===== src/rtl/ccs_pkg.sv =====
// shared types, character constants and helpers for the comment stripper
package ccs_pkg;

  localparam logic [7:0] CHR_SLASH   = 8'h2F;
  localparam logic [7:0] CHR_STAR    = 8'h2A;
  localparam logic [7:0] CHR_NEWLINE = 8'h0A;
  localparam logic [7:0] CHR_SPACE   = 8'h20;
  localparam logic [7:0] CHR_TAB     = 8'h09;
  localparam logic [7:0] CHR_VTAB    = 8'h0B;
  localparam logic [7:0] CHR_FFEED   = 8'h0C;
  localparam logic [7:0] CHR_CRET    = 8'h0D;

  typedef enum logic [1:0] {
    MODE_NORMAL = 2'd0,
    MODE_LINE   = 2'd1,
    MODE_BLOCK  = 2'd2
  } mode_t;

  // one result item
  typedef struct packed {
    logic [7:0] out_byte;
    logic       byte_valid;
    logic       last_of_item;
    logic       end_of_text;
  } result_t;

  // all results caused by one input byte
  typedef struct packed {
    logic [1:0] count;
    result_t    r0;
    result_t    r1;
  } step_t;

  function automatic logic is_ws(input logic [7:0] c);
    is_ws = (c == CHR_SPACE) || (c == CHR_TAB) || (c == CHR_NEWLINE) ||
            (c == CHR_VTAB) || (c == CHR_FFEED) || (c == CHR_CRET);
  endfunction

endpackage


===== src/rtl/ccs_step.sv =====
// per-byte comment stripping and whitespace collapsing with its state registers
module ccs_step
  import ccs_pkg::*;
(
  input  logic       clk,
  input  logic       rst,
  input  logic       accept,
  input  logic [7:0] in_byte,
  input  logic       last_byte,
  output step_t      res
);

  mode_t mode, mode_next;
  logic  slash_pending, slash_pending_next;
  logic  star_seen, star_seen_next;
  logic  prev_was_space, prev_was_space_next;

  logic       ch0_v, ch1_v;
  logic [7:0] ch0, ch1;
  logic       e0_v, e1_v;
  logic [7:0] e0, e1;
  logic       pws_mid;

  // stage one: comment removal, up to two characters handed on
  always_comb begin
    mode_next          = mode;
    slash_pending_next = slash_pending;
    star_seen_next     = star_seen;
    ch0_v = 1'b0;
    ch0   = in_byte;
    ch1_v = 1'b0;
    ch1   = in_byte;
    unique case (mode)
      MODE_NORMAL: begin
        if (slash_pending) begin
          slash_pending_next = 1'b0;
          if (in_byte == CHR_SLASH) begin
            mode_next = MODE_LINE;
          end else if (in_byte == CHR_STAR) begin
            mode_next      = MODE_BLOCK;
            star_seen_next = 1'b0;
          end else begin
            ch0_v = 1'b1;
            ch0   = CHR_SLASH;
            ch1_v = 1'b1;
          end
        end else if (in_byte == CHR_SLASH) begin
          slash_pending_next = 1'b1;
        end else begin
          ch0_v = 1'b1;
        end
      end
      MODE_LINE: begin
        if (in_byte == CHR_NEWLINE) begin
          mode_next = MODE_NORMAL;
          ch0_v     = 1'b1;
        end
      end
      default: begin
        if (star_seen && in_byte == CHR_SLASH) begin
          mode_next      = MODE_NORMAL;
          star_seen_next = 1'b0;
        end else begin
          star_seen_next = (in_byte == CHR_STAR);
        end
      end
    endcase
    // a slash held at the end of the text is flushed
    if (last_byte && slash_pending_next) begin
      slash_pending_next = 1'b0;
      ch0_v = 1'b1;
      ch0   = CHR_SLASH;
    end
  end

  // stage two: whitespace collapse, applied to both characters in order
  always_comb begin
    e0_v = 1'b0;
    e0   = ch0;
    pws_mid = prev_was_space;
    if (ch0_v) begin
      if (is_ws(ch0)) begin
        e0_v    = !prev_was_space;
        e0      = CHR_SPACE;
        pws_mid = 1'b1;
      end else begin
        e0_v    = 1'b1;
        pws_mid = 1'b0;
      end
    end
    e1_v = 1'b0;
    e1   = ch1;
    prev_was_space_next = pws_mid;
    if (ch1_v) begin
      if (is_ws(ch1)) begin
        e1_v                = !pws_mid;
        e1                  = CHR_SPACE;
        prev_was_space_next = 1'b1;
      end else begin
        e1_v                = 1'b1;
        prev_was_space_next = 1'b0;
      end
    end
  end

  // pack emitted characters into result items
  always_comb begin
    res = '0;
    priority if (e0_v && e1_v) begin
      res.count = 2'd2;
      res.r0    = '{out_byte: e0, byte_valid: 1'b1, last_of_item: 1'b0, end_of_text: 1'b0};
      res.r1    = '{out_byte: e1, byte_valid: 1'b1, last_of_item: 1'b1,
                    end_of_text: last_byte};
    end else if (e0_v || e1_v) begin
      res.count = 2'd1;
      res.r0    = '{out_byte: (e0_v ? e0 : e1), byte_valid: 1'b1, last_of_item: 1'b1,
                    end_of_text: last_byte};
    end else if (last_byte) begin
      // bare end marker
      res.count = 2'd1;
      res.r0    = '{out_byte: 8'h00, byte_valid: 1'b0, last_of_item: 1'b1,
                    end_of_text: 1'b1};
    end else begin
      res.count = 2'd0;
    end
  end

  always_ff @(posedge clk) begin
    if (rst) begin
      mode           <= MODE_NORMAL;
      slash_pending  <= 1'b0;
      star_seen      <= 1'b0;
      prev_was_space <= 1'b0;
    end else if (accept) begin
      if (last_byte) begin
        mode           <= MODE_NORMAL;
        slash_pending  <= 1'b0;
        star_seen      <= 1'b0;
        prev_was_space <= 1'b0;
      end else begin
        mode           <= mode_next;
        slash_pending  <= slash_pending_next;
        star_seen      <= star_seen_next;
        prev_was_space <= prev_was_space_next;
      end
    end
  end

endmodule


===== src/rtl/ccs_outbuf.sv =====
// two-slot result register that drains one result item per transfer
module ccs_outbuf
  import ccs_pkg::*;
(
  input  logic    clk,
  input  logic    rst,
  input  logic    load,
  input  step_t   res,
  output logic    load_ready,
  output logic    out_valid,
  input  logic    out_ready,
  output result_t out_item
);

  logic [1:0] cnt;
  result_t    slot0, slot1;
  logic       pop;

  assign pop        = (cnt != 2'd0) && out_ready;
  assign load_ready = (cnt == 2'd0) || ((cnt == 2'd1) && out_ready);
  assign out_valid  = (cnt != 2'd0);
  assign out_item   = slot0;

  always_ff @(posedge clk) begin
    if (rst) begin
      cnt <= 2'd0;
    end else if (load) begin
      cnt <= res.count;
    end else if (pop) begin
      cnt <= cnt - 2'd1;
    end
  end

  always_ff @(posedge clk) begin
    if (load) begin
      slot0 <= res.r0;
      slot1 <= res.r1;
    end else if (pop) begin
      slot0 <= slot1;
    end
  end

`ifndef SYNTHESIS
  a_cnt_range: assert property (@(posedge clk) disable iff (rst) cnt != 2'd3)
    else $error("result count out of range");
  a_load_room: assert property (@(posedge clk) disable iff (rst)
    load |-> (cnt == 2'd0) || ((cnt == 2'd1) && out_ready))
    else $error("load while results still pending");
  a_hold_full: assert property (@(posedge clk) disable iff (rst)
    (cnt == 2'd2) && !out_ready |=> (cnt == 2'd2) && $stable(slot0))
    else $error("stalled pair changed");
  a_first_of_pair: assert property (@(posedge clk) disable iff (rst)
    (cnt == 2'd2) |-> !slot0.last_of_item && !slot0.end_of_text)
    else $error("first of two results marked last");
`endif

endmodule


===== src/rtl/comment_strip_space_collapse.sv =====
// top level: comment stripper followed by whitespace collapser on a byte stream
//
//   channel   dir  tdata        tuser                          tlast
//   s_axis    in   in_byte      -                              last_byte
//   m_axis    out  out_byte     byte_valid, last_of_item       end_of_text
//
// one input byte is taken per cycle unless the output stalls; it yields zero,
// one or two result items, and a byte that yields two holds the input while
// the two-slot result register drains. input ready follows output ready
// through that register. rst is synchronous and returns to normal text with
// no held slash. state also returns to reset after the byte marked last.
module comment_strip_space_collapse
  import ccs_pkg::*;
(
  input  logic       clk,
  input  logic       rst,
  input  logic       s_axis_tvalid,
  output logic       s_axis_tready,
  input  logic [7:0] s_axis_tdata,   // [7:0] in_byte
  input  logic       s_axis_tlast,
  output logic       m_axis_tvalid,
  input  logic       m_axis_tready,
  output logic [7:0] m_axis_tdata,   // [7:0] out_byte
  output logic [1:0] m_axis_tuser,   // [0] byte_valid, [1] last_of_item
  output logic       m_axis_tlast
);

  logic    accept;
  logic    load_ready;
  step_t   res;
  result_t out_item;

  assign s_axis_tready = load_ready;
  assign accept        = s_axis_tvalid && load_ready;

  ccs_step u_step (
    .clk       (clk),
    .rst       (rst),
    .accept    (accept),
    .in_byte   (s_axis_tdata),
    .last_byte (s_axis_tlast),
    .res       (res)
  );

  ccs_outbuf u_outbuf (
    .clk        (clk),
    .rst        (rst),
    .load       (accept && (res.count != 2'd0)),
    .res        (res),
    .load_ready (load_ready),
    .out_valid  (m_axis_tvalid),
    .out_ready  (m_axis_tready),
    .out_item   (out_item)
  );

  assign m_axis_tdata = out_item.out_byte;
  assign m_axis_tuser = {out_item.last_of_item, out_item.byte_valid};
  assign m_axis_tlast = out_item.end_of_text;

endmodule


===== config.mk =====
export PLATFORM = sky130hd
export DESIGN_NAME = comment_strip_space_collapse
export DESIGN_NICKNAME = d
export VERILOG_FILES = /design/src/rtl/ccs_pkg.sv /design/src/rtl/ccs_step.sv /design/src/rtl/ccs_outbuf.sv /design/src/rtl/comment_strip_space_collapse.sv
export SDC_FILE = /design/constraint.sdc
export NUM_CORES = 1
export LEC_CHECK = 0
export BUFFER_PORTS_ARGS = -buffer_cell sky130_fd_sc_hd__clkbuf_2
export CAP_MARGIN = 20
export CORE_UTILIZATION = 25
export CTS_BUF_LIST = sky130_fd_sc_hd__clkbuf_4
export CTS_CLUSTER_DIAMETER = 200
export CTS_CLUSTER_SIZE = 10
export DETAILED_ROUTE_END_ITERATION = 10
export SLEW_MARGIN = 20
export SYNTH_ARGS = -nofsm -noshare
export SYNTH_HDL_FRONTEND = slang
export SYNTH_SLANG_ARGS = --single-unit

===== constraint.sdc =====
create_clock -name clk -period 7 [get_ports clk]
set_input_delay 1.4 -clock clk [delete_from_list [all_inputs] [get_ports clk]]
set_output_delay 1.4 -clock clk [all_outputs]
set_load 0.05 [all_outputs]

==> run metrics, run 1 <==
Seq/Total Area, Yosys=46.9%; I/O Buffers=25; Max Fclk=0.294 GHz; Hold Buf Count CTS=0; chip width=83.1 um; syn_nets=184; Ys Warns=0; combinational family with the most area after synthesis=simple AND/OR/NAND/NOR gates; crit path launch type=primary input; Worst-Margin Slew=738 ps; Remaining Overflow, GRT=0; crit path DAT=3400 ps; vias per cell=5.02; Root Buffer=clkbuf_4; via count=1331; crit end category=flip-flop; I/O pins=26; PostCTS Resize Cnt=0; Bufs on Longest Clock Path=2; Synth area leader=edfxtp_1; slowest cell on the critical path=or4_1; HP Class=flip-flop to flip-flop; compound-cell area share of the yosys netlist=20.0%; period utilization=48.6%; Power Density=251 nW/um^2; Slew HR=50.3%; final worst setup slack=3600 ps; post-route ant nets=0; row count=29; total CTS buffers=3; status=finished, final reports clean; Post-DP HPWL=2810 um; top-count cell post-synth=edfxtp_1; slowest cell delay on critical path=540 ps; Main synth FF type=edfxtp_1; Post-Place Worst Slack=3250 ps; vias in the first global route=1261; clk_lat worst skew=330 ps; leakage power=0.718 nW; maxcap violations=0; Fin Clk Skew=8.39 ps; Final Total Pwr=0.466 mW; setup violators final=0; Layout Nets=204; top post-synthesis cells by area=edfxtp_1 38%, dfxtp_1 8.5%, nor2_1 4.3%; IR drop worst, VDD=107 uV; Setup Total Neg Slack=0 ps; WL final=3570 um; Post-synth top cells=21 x edfxtp_1, 19 x nor2_1, 11 x nand2_1; Reg clk slew, reported paths=150 ps; final hold vios=0; post-synthesis xor/xnor area fraction=1.07%; share of layout cells above drive strength 1=20.7%; mapped cell area=1640 um^2; Antenna diodes=0; post-synth top area share=38.4%; final instance area=1850 um^2; largest net degree at the start of global routing=17; global-route wire length before repair=6150 um; simple-gate share of the synthesized area=20.5%; average size of a mapped cell=9.72 um^2; H-tree depth=1; post-DR wirelength/cell=13.5 um; Worst Path Class, Setup=primary input to flip-flop; share of synthesized registers carrying an async set or reset=0%; TritonCTS clock tree=built; initial antenna violation count=0; starting density of the core=25.9%; mux contribution to synthesized area=3.81%; number of library cell types mapped by synthesis=49; CP Max Fanout=12; Pre-antenna DRT Iters=4; Post-synth EDFFs=21; Starting DRT DRC Count=50; Final Max Slew Viols=0; clock period minus worst slack=3400 ps; Clock Sinks=28; GRT Util Overall=11.1%; Die Y=83.1 um; Core Area=6350 um^2; DR DRC count=0; RSZ-0062 raised after global routing=no; placed inst area=1800 um^2; die footprint=6900 um^2; area grow syn2layout=12.8%; Synth Area in Adders=1.52%; CP cell instances=clkbuf_2 > or4_1 > o22a_1 > a211oi_2 > a31oi_4 > nand2_4 > nand2_1; Critical Path RT=7000 ps; FF+latch count, synth=28; Syn Inst Count=169; Final Wtd Congestion=0.829; setup bufs post-CTS=0
-- final cells by class --
class / instances / area [um^2]
fill: 673 / 4500
multi-input combinational: 121 / 771
clock buffer: 3 / 22.5
clock inverter: 1 / 30.0
inverter: 10 / 37.5
sequential: 28 / 771
timing repair buffer: 25 / 125
tap: 77 / 96.3
-- worst paths after layout --
check                                                        from                             end  slack [ps]  cells after the start
worst max-delay path                              s_axis_tdata[0]  u_outbuf.out_item[4]$_DFFE_PP_        3600                      7
worst min-delay path                u_step.star_seen$_SDFFE_PP0P_   u_step.star_seen$_SDFFE_PP0P_         510                      2
worst max register to register  u_step.slash_pending$_SDFFE_PP0P_  u_outbuf.out_item[4]$_DFFE_PP_        4410                      6
worst min register to register      u_step.star_seen$_SDFFE_PP0P_   u_step.star_seen$_SDFFE_PP0P_         510                      2
-- kinds of logic (layout without fill, tap and decap cells) --
| logic type | Yosys count | count (layout) |
|---|---|---|
| and+or+nand+nor | 66 | 66 |
| AOI/OAI and AO/OA | 45 | 45 |
| DFF | 28 | 28 |
| buffers and inverters | 20 | 39 |
| muxes | 6 | 6 |
| adders and majority gates | 2 | 2 |
| xor gates and xnor gates | 2 | 2 |
-- power by group --
| part | switching (mW) | internal [mW] | total, mW |
|---|---|---|---|
| clock network | 0.0469 | 0.0579 | 0.105 |
| registers | 0.00820 | 0.207 | 0.215 |
| logic | 0.108 | 0.0376 | 0.146 |
-- per-stage QoR --
| step | instances | hold slack [ps] | utilization [%] |
|---|---|---|---|
| finish | 265 | 506 | 29.2 |
| global route | 265 | 530 | 29.2 |
| global placement | 261 | 479 | 28.4 |
| CTS | 265 | 504 | 29.2 |
| floorplan | 169 | 450 | - |
| detailed placement | 261 | 481 | 28.4 |
-- cells in the final DEF, fill, tap and decap left out, types with 2 or more instances in the layout --
master	netlist	routed
and2_1	10	10
clkbuf_2	1	25
ha_1	2	2
o21ai_0	9	9
nor3_1	3	3
nand2b_1	3	3
mux2i_1	4	4
edfxtp_1	21	21
a21oi_1	10	10
nand2_1	11	11
nor4_1	2	2
nor2_1	19	19
clkbuf_4	0	3
and3_1	2	2
o31ai_1	2	2
mux2_2	2	2
a31oi_1	2	2
dfxtp_1	7	7
a22o_2	3	3
a311oi_1	3	3
o2bb2ai_1	2	2
a32o_1	2	2
nand3_1	6	6
inv_1	10	10
nand4_1	3	3
or3_1	2	2
-- layer usage --
layer  share of wire [%]  wire length [um]  vias to the layer above  GRT usage, %
li1                    -                 -                      654             -
met1                  48              1710                      647          14.6
met2                  47              1660                       28          17.7
met3                 4.7               169                        2          2.98
met4                0.92                33                        0          3.45
met5                   0                 0                        -             0
-- state kept, by name, indices dropped and copies added (netlist names) --
name                   flops
u_outbuf.slot1            10
u_step.star_seen           1
u_outbuf.cnt               2
u_step.prev_was_space      1
u_step.slash_pending       1
u_step.mode                2
u_outbuf.out_item         11
-- worst max-delay path, delay by kind of cell --
family | cells | cell delay (ps)
AOI/OAI and AO/OA | 3 | 810
buffers and inverters | 1 | 160
and+or+nand+nor | 3 | 1040
Note: power is estimated with default switching activity, not from simulation.
==> run 2, diff against run 1 <==
clock period = 3.2 ns   (was 7 ns; I/O delays follow)
==> run metrics, run 2 (synthesized netlist as in run 1, its figures left out) <==
H-tree depth=1 (unchanged); HP Class=flip-flop to flip-flop; family with the most delay on the worst path=simple AND/OR/NAND/NOR gates; via count=1311 (-1.5%); maxcap violations=0 (unchanged); utilization of the core after routing=29.8% (+0.59 points); placed inst area=1840 um^2 (+2.1%); Remaining Overflow, GRT=0 (unchanged); Clock Sinks=28 (unchanged); Final Total Pwr=1.03 mW (+120%); worst r2r src=u_step.mode[1]$_SDFFE_PP0P_; Levels on crit path=7 (unchanged); Setup Total Neg Slack=0 ps (unchanged); max FFs per register=11 (unchanged); Critical Path Start=s_axis_tdata[0]; area grow syn2layout=15.1%; slowest cell on the critical path=or4_1; r2r setup slk=770 ps (-3640 ps); most frequent cells in the layout=25 x clkbuf_2, 21 x edfxtp_1, 19 x nor2_1; Post-DP HPWL=2920 um (+3.6%); WL final=3720 um (+4.2%); setup bufs post-CTS=0 (unchanged); total CTS buffers=3 (unchanged); TritonCTS clock tree=built; vias in the first global route=1288 (+2.1%); Critical Path RT=3220 ps (-3780 ps); I/O pins=26 (unchanged); I/O Buffers=25 (unchanged); Slew HR=70.2% (+20 points); crit end category=flip-flop; Worst-Margin Slew=443 ps (-294 ps); final instance area=1890 um^2 (+2.0%); Max Fclk=0.385 GHz; hold_ws=518 ps (+11.5 ps); worst reg2reg path depth=7 (+1); Die Y=83.1 um (unchanged); vias per cell=4.86 (-3.3%); Hold Buf Count CTS=0 (unchanged); Bufs on Longest Clock Path=2 (unchanged); DR DRC count=0 (unchanged); FF-to-FF End=u_outbuf.out_item[1]$_DFFE_PP_; Critical path destination=u_outbuf.out_item[1]$_DFFE_PP_; Final Wtd Congestion=0.886 (+6.9%); clock period minus worst slack=2600 ps; IR drop worst, VDD=217 uV (+100%); share of layout cells above drive strength 1=22.8% (+2.1 points); post-DR wirelength/cell=13.8 um (+2.2%); Worst Path Class, Setup=primary input to flip-flop; largest net degree at the start of global routing=17 (unchanged); crit path DAT=2610 ps (-790 ps); starting density of the core=25.9% (unchanged); setup violators final=0 (unchanged); global-route wire length before repair=6220 um (+1.0%); Root Buffer=clkbuf_4; Final Max Slew Viols=0 (unchanged); die footprint=6900 um^2 (unchanged); Reg clk slew, reported paths=160 ps (about the same); CP Max Fanout=12 (unchanged); critical path buffer and inverter count=1 (unchanged); GRT Util Overall=11.1% (about the same); Power Density=544 nW/um^2 (+120%); row count=29 (unchanged); Pre-antenna DRT Iters=4 (unchanged); initial antenna violation count=0 (unchanged); PostCTS Resize Cnt=0 (unchanged); status=finished, final reports clean; Core Area=6350 um^2 (unchanged); Fin Clk Skew=4.88 ps (-3.51 ps); chip width=83.1 um (unchanged); final hold vios=0 (unchanged); Starting DRT DRC Count=81 (+62%); period utilization=81.2%; RSZ-0062 raised after global routing=no; leakage power=0.743 nW (+3.5%); commonest non-fill, non-tap cell in the layout=clkbuf_2; Layout Nets=209 (+2.5%); crit path launch type=primary input; CP cell instances=clkbuf_2 > or4_1 > o22a_1 > a211oi_2 > a31oi_4 > nand2_4 > nand2_1; Antenna diodes=0 (unchanged); post-route ant nets=0 (unchanged); clk_lat worst skew=330 ps (about the same); slowest cell delay on critical path=550 ps (about the same)
-- run 2: final cells by class --
class / instances / area [um^2]
clock buffers: 3 / 22.5
clock inverters: 1 / 30.0
fillers: 664 / 4460
inverters: 10 / 37.5
multi-input cells: 121 / 771
flip-flops and latches: 28 / 771
well taps: 77 / 96.3
repair buffers: 30 / 163
-- run 2: how the worst min path moves through the flow --
stage,start,end,slack (ps),cells past startpoint
2_1_floorplan,u_step.star_seen$_SDFFE_PP0P_,u_step.star_seen$_SDFFE_PP0P_,450,2
3_3_place_gp,u_step.star_seen$_SDFFE_PP0P_,u_step.star_seen$_SDFFE_PP0P_,490,2
3_5_place_dp,u_step.star_seen$_SDFFE_PP0P_,u_step.star_seen$_SDFFE_PP0P_,490,2
4_1_cts,u_step.star_seen$_SDFFE_PP0P_,u_step.star_seen$_SDFFE_PP0P_,520,2
5_1_grt,u_step.star_seen$_SDFFE_PP0P_,u_step.star_seen$_SDFFE_PP0P_,530,2
6_report,u_step.star_seen$_SDFFE_PP0P_,u_step.star_seen$_SDFFE_PP0P_,520,2
-- run 2: routing by layer --
layer / vias to the layer above / wire length [um] / GRT usage (%) / share of wire (%)
li1: 666 / - / - / -
met1: 604 / 1770 / 14.6 / 47
met2: 36 / 1730 / 18.2 / 46
met3: 5 / 182 / 2.39 / 4.9
met4: 0 / 46 / 3.29 / 1.2
met5: - / 0 / 0 / 0
-- run 2: through the flow --
stage               cells  worst slack (ps)
floorplan             169               485
global placement      266               306
detailed placement    266               217
CTS                   270               591
global route          270               455
finish                270               602
-- run 2: power by group --
group          internal [mW]  switching, mW  total (mW)
sequential             0.453         0.0181       0.471
clock                  0.127          0.111       0.237
combinational         0.0837          0.237       0.321
total                  0.663          0.366        1.03
-- run 2: tightest hold or removal path, stage by stage (launching register included) --
cell     delay [ps]
dfxtp_1         350
o21ai_0          70
a21oi_1          60
==> run 3, diff against run 2 <==
clock period = 2.5 ns   (was 3.2 ns; I/O delays follow)
==> run metrics, run 3 (synthesized netlist as in run 1, its figures left out) <==
status=complete, but fails checks; failing checks=DRC; leakage power=0.809 nW (+8.8%); chip width=83.1 um (unchanged); DR DRC count=2 (+2); maxcap violations=0 (unchanged); crit path DAT=2230 ps (-380 ps); PostCTS Resize Cnt=0 (unchanged); Max Fclk=0.448 GHz; RSZ-0062 raised after global routing=no; Core Area=6350 um^2 (unchanged); Final Max Slew Viols=0 (unchanged); largest net degree at the start of global routing=17 (unchanged); Final Wtd Congestion=0.854 (-3.6%); max FFs per register=11 (unchanged); critical path buffer and inverter count=2 (+1); setup violators final=0 (unchanged); Final Total Pwr=1.34 mW (+30%); Critical Path Start=u_step.mode[1]$_SDFFE_PP0P_; multi-input logic area=781 um^2 (+1.3%); GRT busiest layer=met2; M2 GR Usage=18.7% (+0.52 points); Slew HR=71.4% (+1.2 points); I/O Buffers=25 (unchanged); HP Class=primary input to flip-flop; crit path launch type=flip-flop; slowest cell delay on critical path=590 ps (+40 ps); Reg clk slew, reported paths=160 ps (about the same); CP cell instances=o2bb2ai_1 > a221oi_1 > buf_4 > a211oi_4 > a31oi_4 > nand2_4 > inv_1; via count=1390 (+6.0%); Fin Clk Skew=8.79 ps (+3.91 ps); initial antenna violation count=0 (unchanged); die footprint=6900 um^2 (unchanged); met3 usage=2.39% (unchanged); Levels on crit path=7 (unchanged); Reg area=771 um^2 (unchanged); Clock Sinks=28 (unchanged); H-tree depth=1 (unchanged); power share of the clock group=22.5% (-0.6 points); share of layout cells above drive strength 1=28.2% (+5.4 points); starting density of the core=25.9% (unchanged); GRT Util Overall=11.3% (+0.27 points); Starting DRT DRC Count=94 (+16%); Critical path destination=u_outbuf.slot1[5]$_SDFFCE_PN0P_; total CTS buffers=3 (unchanged); CP Max Fanout=12 (unchanged); Setup Total Neg Slack=0 ps (unchanged); Remaining Overflow, GRT=0 (unchanged); vias per cell=4.91 (+1.2%); crit end category=flip-flop; Root Buffer=clkbuf_4; commonest non-fill, non-tap cell in the layout=clkbuf_2; final instance area=2000 um^2 (+5.7%); area grow syn2layout=21.6%; vias in the first global route=1283 (-0.39%); Sw Pwr=0.468 mW (+28%); Critical Path RT=2500 ps (-720 ps); Layout Nets=222 (+6.2%); family with the most delay on the worst path=compound AO/OA/AOI/OAI gates; setup bufs post-CTS=0 (unchanged); Bufs on Longest Clock Path=2 (unchanged); switching share of power=35.0% (-0.49 points); Worst-Margin Slew=425 ps (-18.5 ps); period utilization=89.2%; utilization of the core after routing=31.5% (+1.7 points); Antenna diodes=0 (unchanged); clock period minus worst slack=2230 ps; WL final=3810 um (+2.4%); slowest cell on the critical path=dfxtp_1; post-DR wirelength/cell=13.5 um (-2.3%); Worst Path Class, Setup=flip-flop to flip-flop; FF-to-FF End=u_outbuf.slot1[5]$_SDFFCE_PN0P_; worst r2r src=u_step.mode[1]$_SDFFE_PP0P_; TritonCTS clock tree=built; Reg power frac=45.2% (-0.6 points); Hold Buf Count CTS=0 (unchanged); Pre-antenna DRT Iters=7 (+3); clk_lat worst skew=330 ps (about the same); most frequent cells in the layout=25 x clkbuf_2, 21 x edfxtp_1, 19 x nor2_1; combinational power share=32.3% (+1.1 points); Die Y=83.1 um (unchanged); met1 usage=15.5% (+0.94 points); I/O pins=26 (unchanged); fillers=653 (-1.7%); global-route wire length before repair=6350 um (+2.1%); internal power=0.868 mW (+31%); post-route ant nets=0 (unchanged); Power Density=669 nW/um^2 (+23%); row count=29 (unchanged); worst reg2reg path depth=7 (unchanged); placed inst area=1950 um^2 (+5.9%); IR drop worst, VDD=275 uV (+27%); r2r setup slk=270 ps (-500 ps); Post-DP HPWL=2950 um (+1.4%); final hold vios=0 (unchanged)
-- run 3: changes by cell type in the layout (fill, tap and decap cells not counted), sizes merged --
cell,previous run,this run
buf,5,18
-- run 3: power groups by stage --
stage	Combinational [mW]	Clock, mW	Sequential (mW)
3_5_place_dp	0.436	0	0.615
6_report	0.432	0.301	0.603
5_1_grt	0.464	0.326	0.612
4_1_cts	0.437	0.306	0.604
3_3_place_gp	0.432	0	0.614
2_1_floorplan	0.207	0	0.740
-- run 3: worst min path at each step --
stage	start	endpoint	slack (ps)	depth (start not counted)
finish	rst	u_step.slash_pending$_SDFFE_PP0P_	440	2
global route	rst	u_step.slash_pending$_SDFFE_PP0P_	450	2
CTS	rst	u_step.slash_pending$_SDFFE_PP0P_	440	2
detailed placement	u_step.star_seen$_SDFFE_PP0P_	u_step.star_seen$_SDFFE_PP0P_	480	2
global placement	u_step.star_seen$_SDFFE_PP0P_	u_step.star_seen$_SDFFE_PP0P_	480	2
floorplan	u_step.star_seen$_SDFFE_PP0P_	u_step.star_seen$_SDFFE_PP0P_	450	2
-- run 3: routing by layer --
metal	routed length, um	vias up
li1	-	694
met1	1830	662
met2	1820	32
met3	147	2
met4	15	0
met5	0	-
-- run 3: layout make-up --
| type | count | area share (%) |
|---|---|---|
| Sequential cell | 28 | 38.6 |
| Clock inverter | 1 | 1.50 |
| Timing Repair Buffer | 43 | 13.0 |
| Inverter | 10 | 1.88 |
| Clock buffer | 3 | 1.13 |
| Multi-Input combinational cell | 121 | 39.1 |
| Tap cell | 77 | 4.82 |
-- run 3: metrics by stage --
step,setup WS (ps),hold slack [ps],instances
floorplan,20.0,450,169
global placement,16.5,479,279
detailed placement,-21.5,485,279
CTS,292,440,283
global route,122,450,283
finish,269,443,283
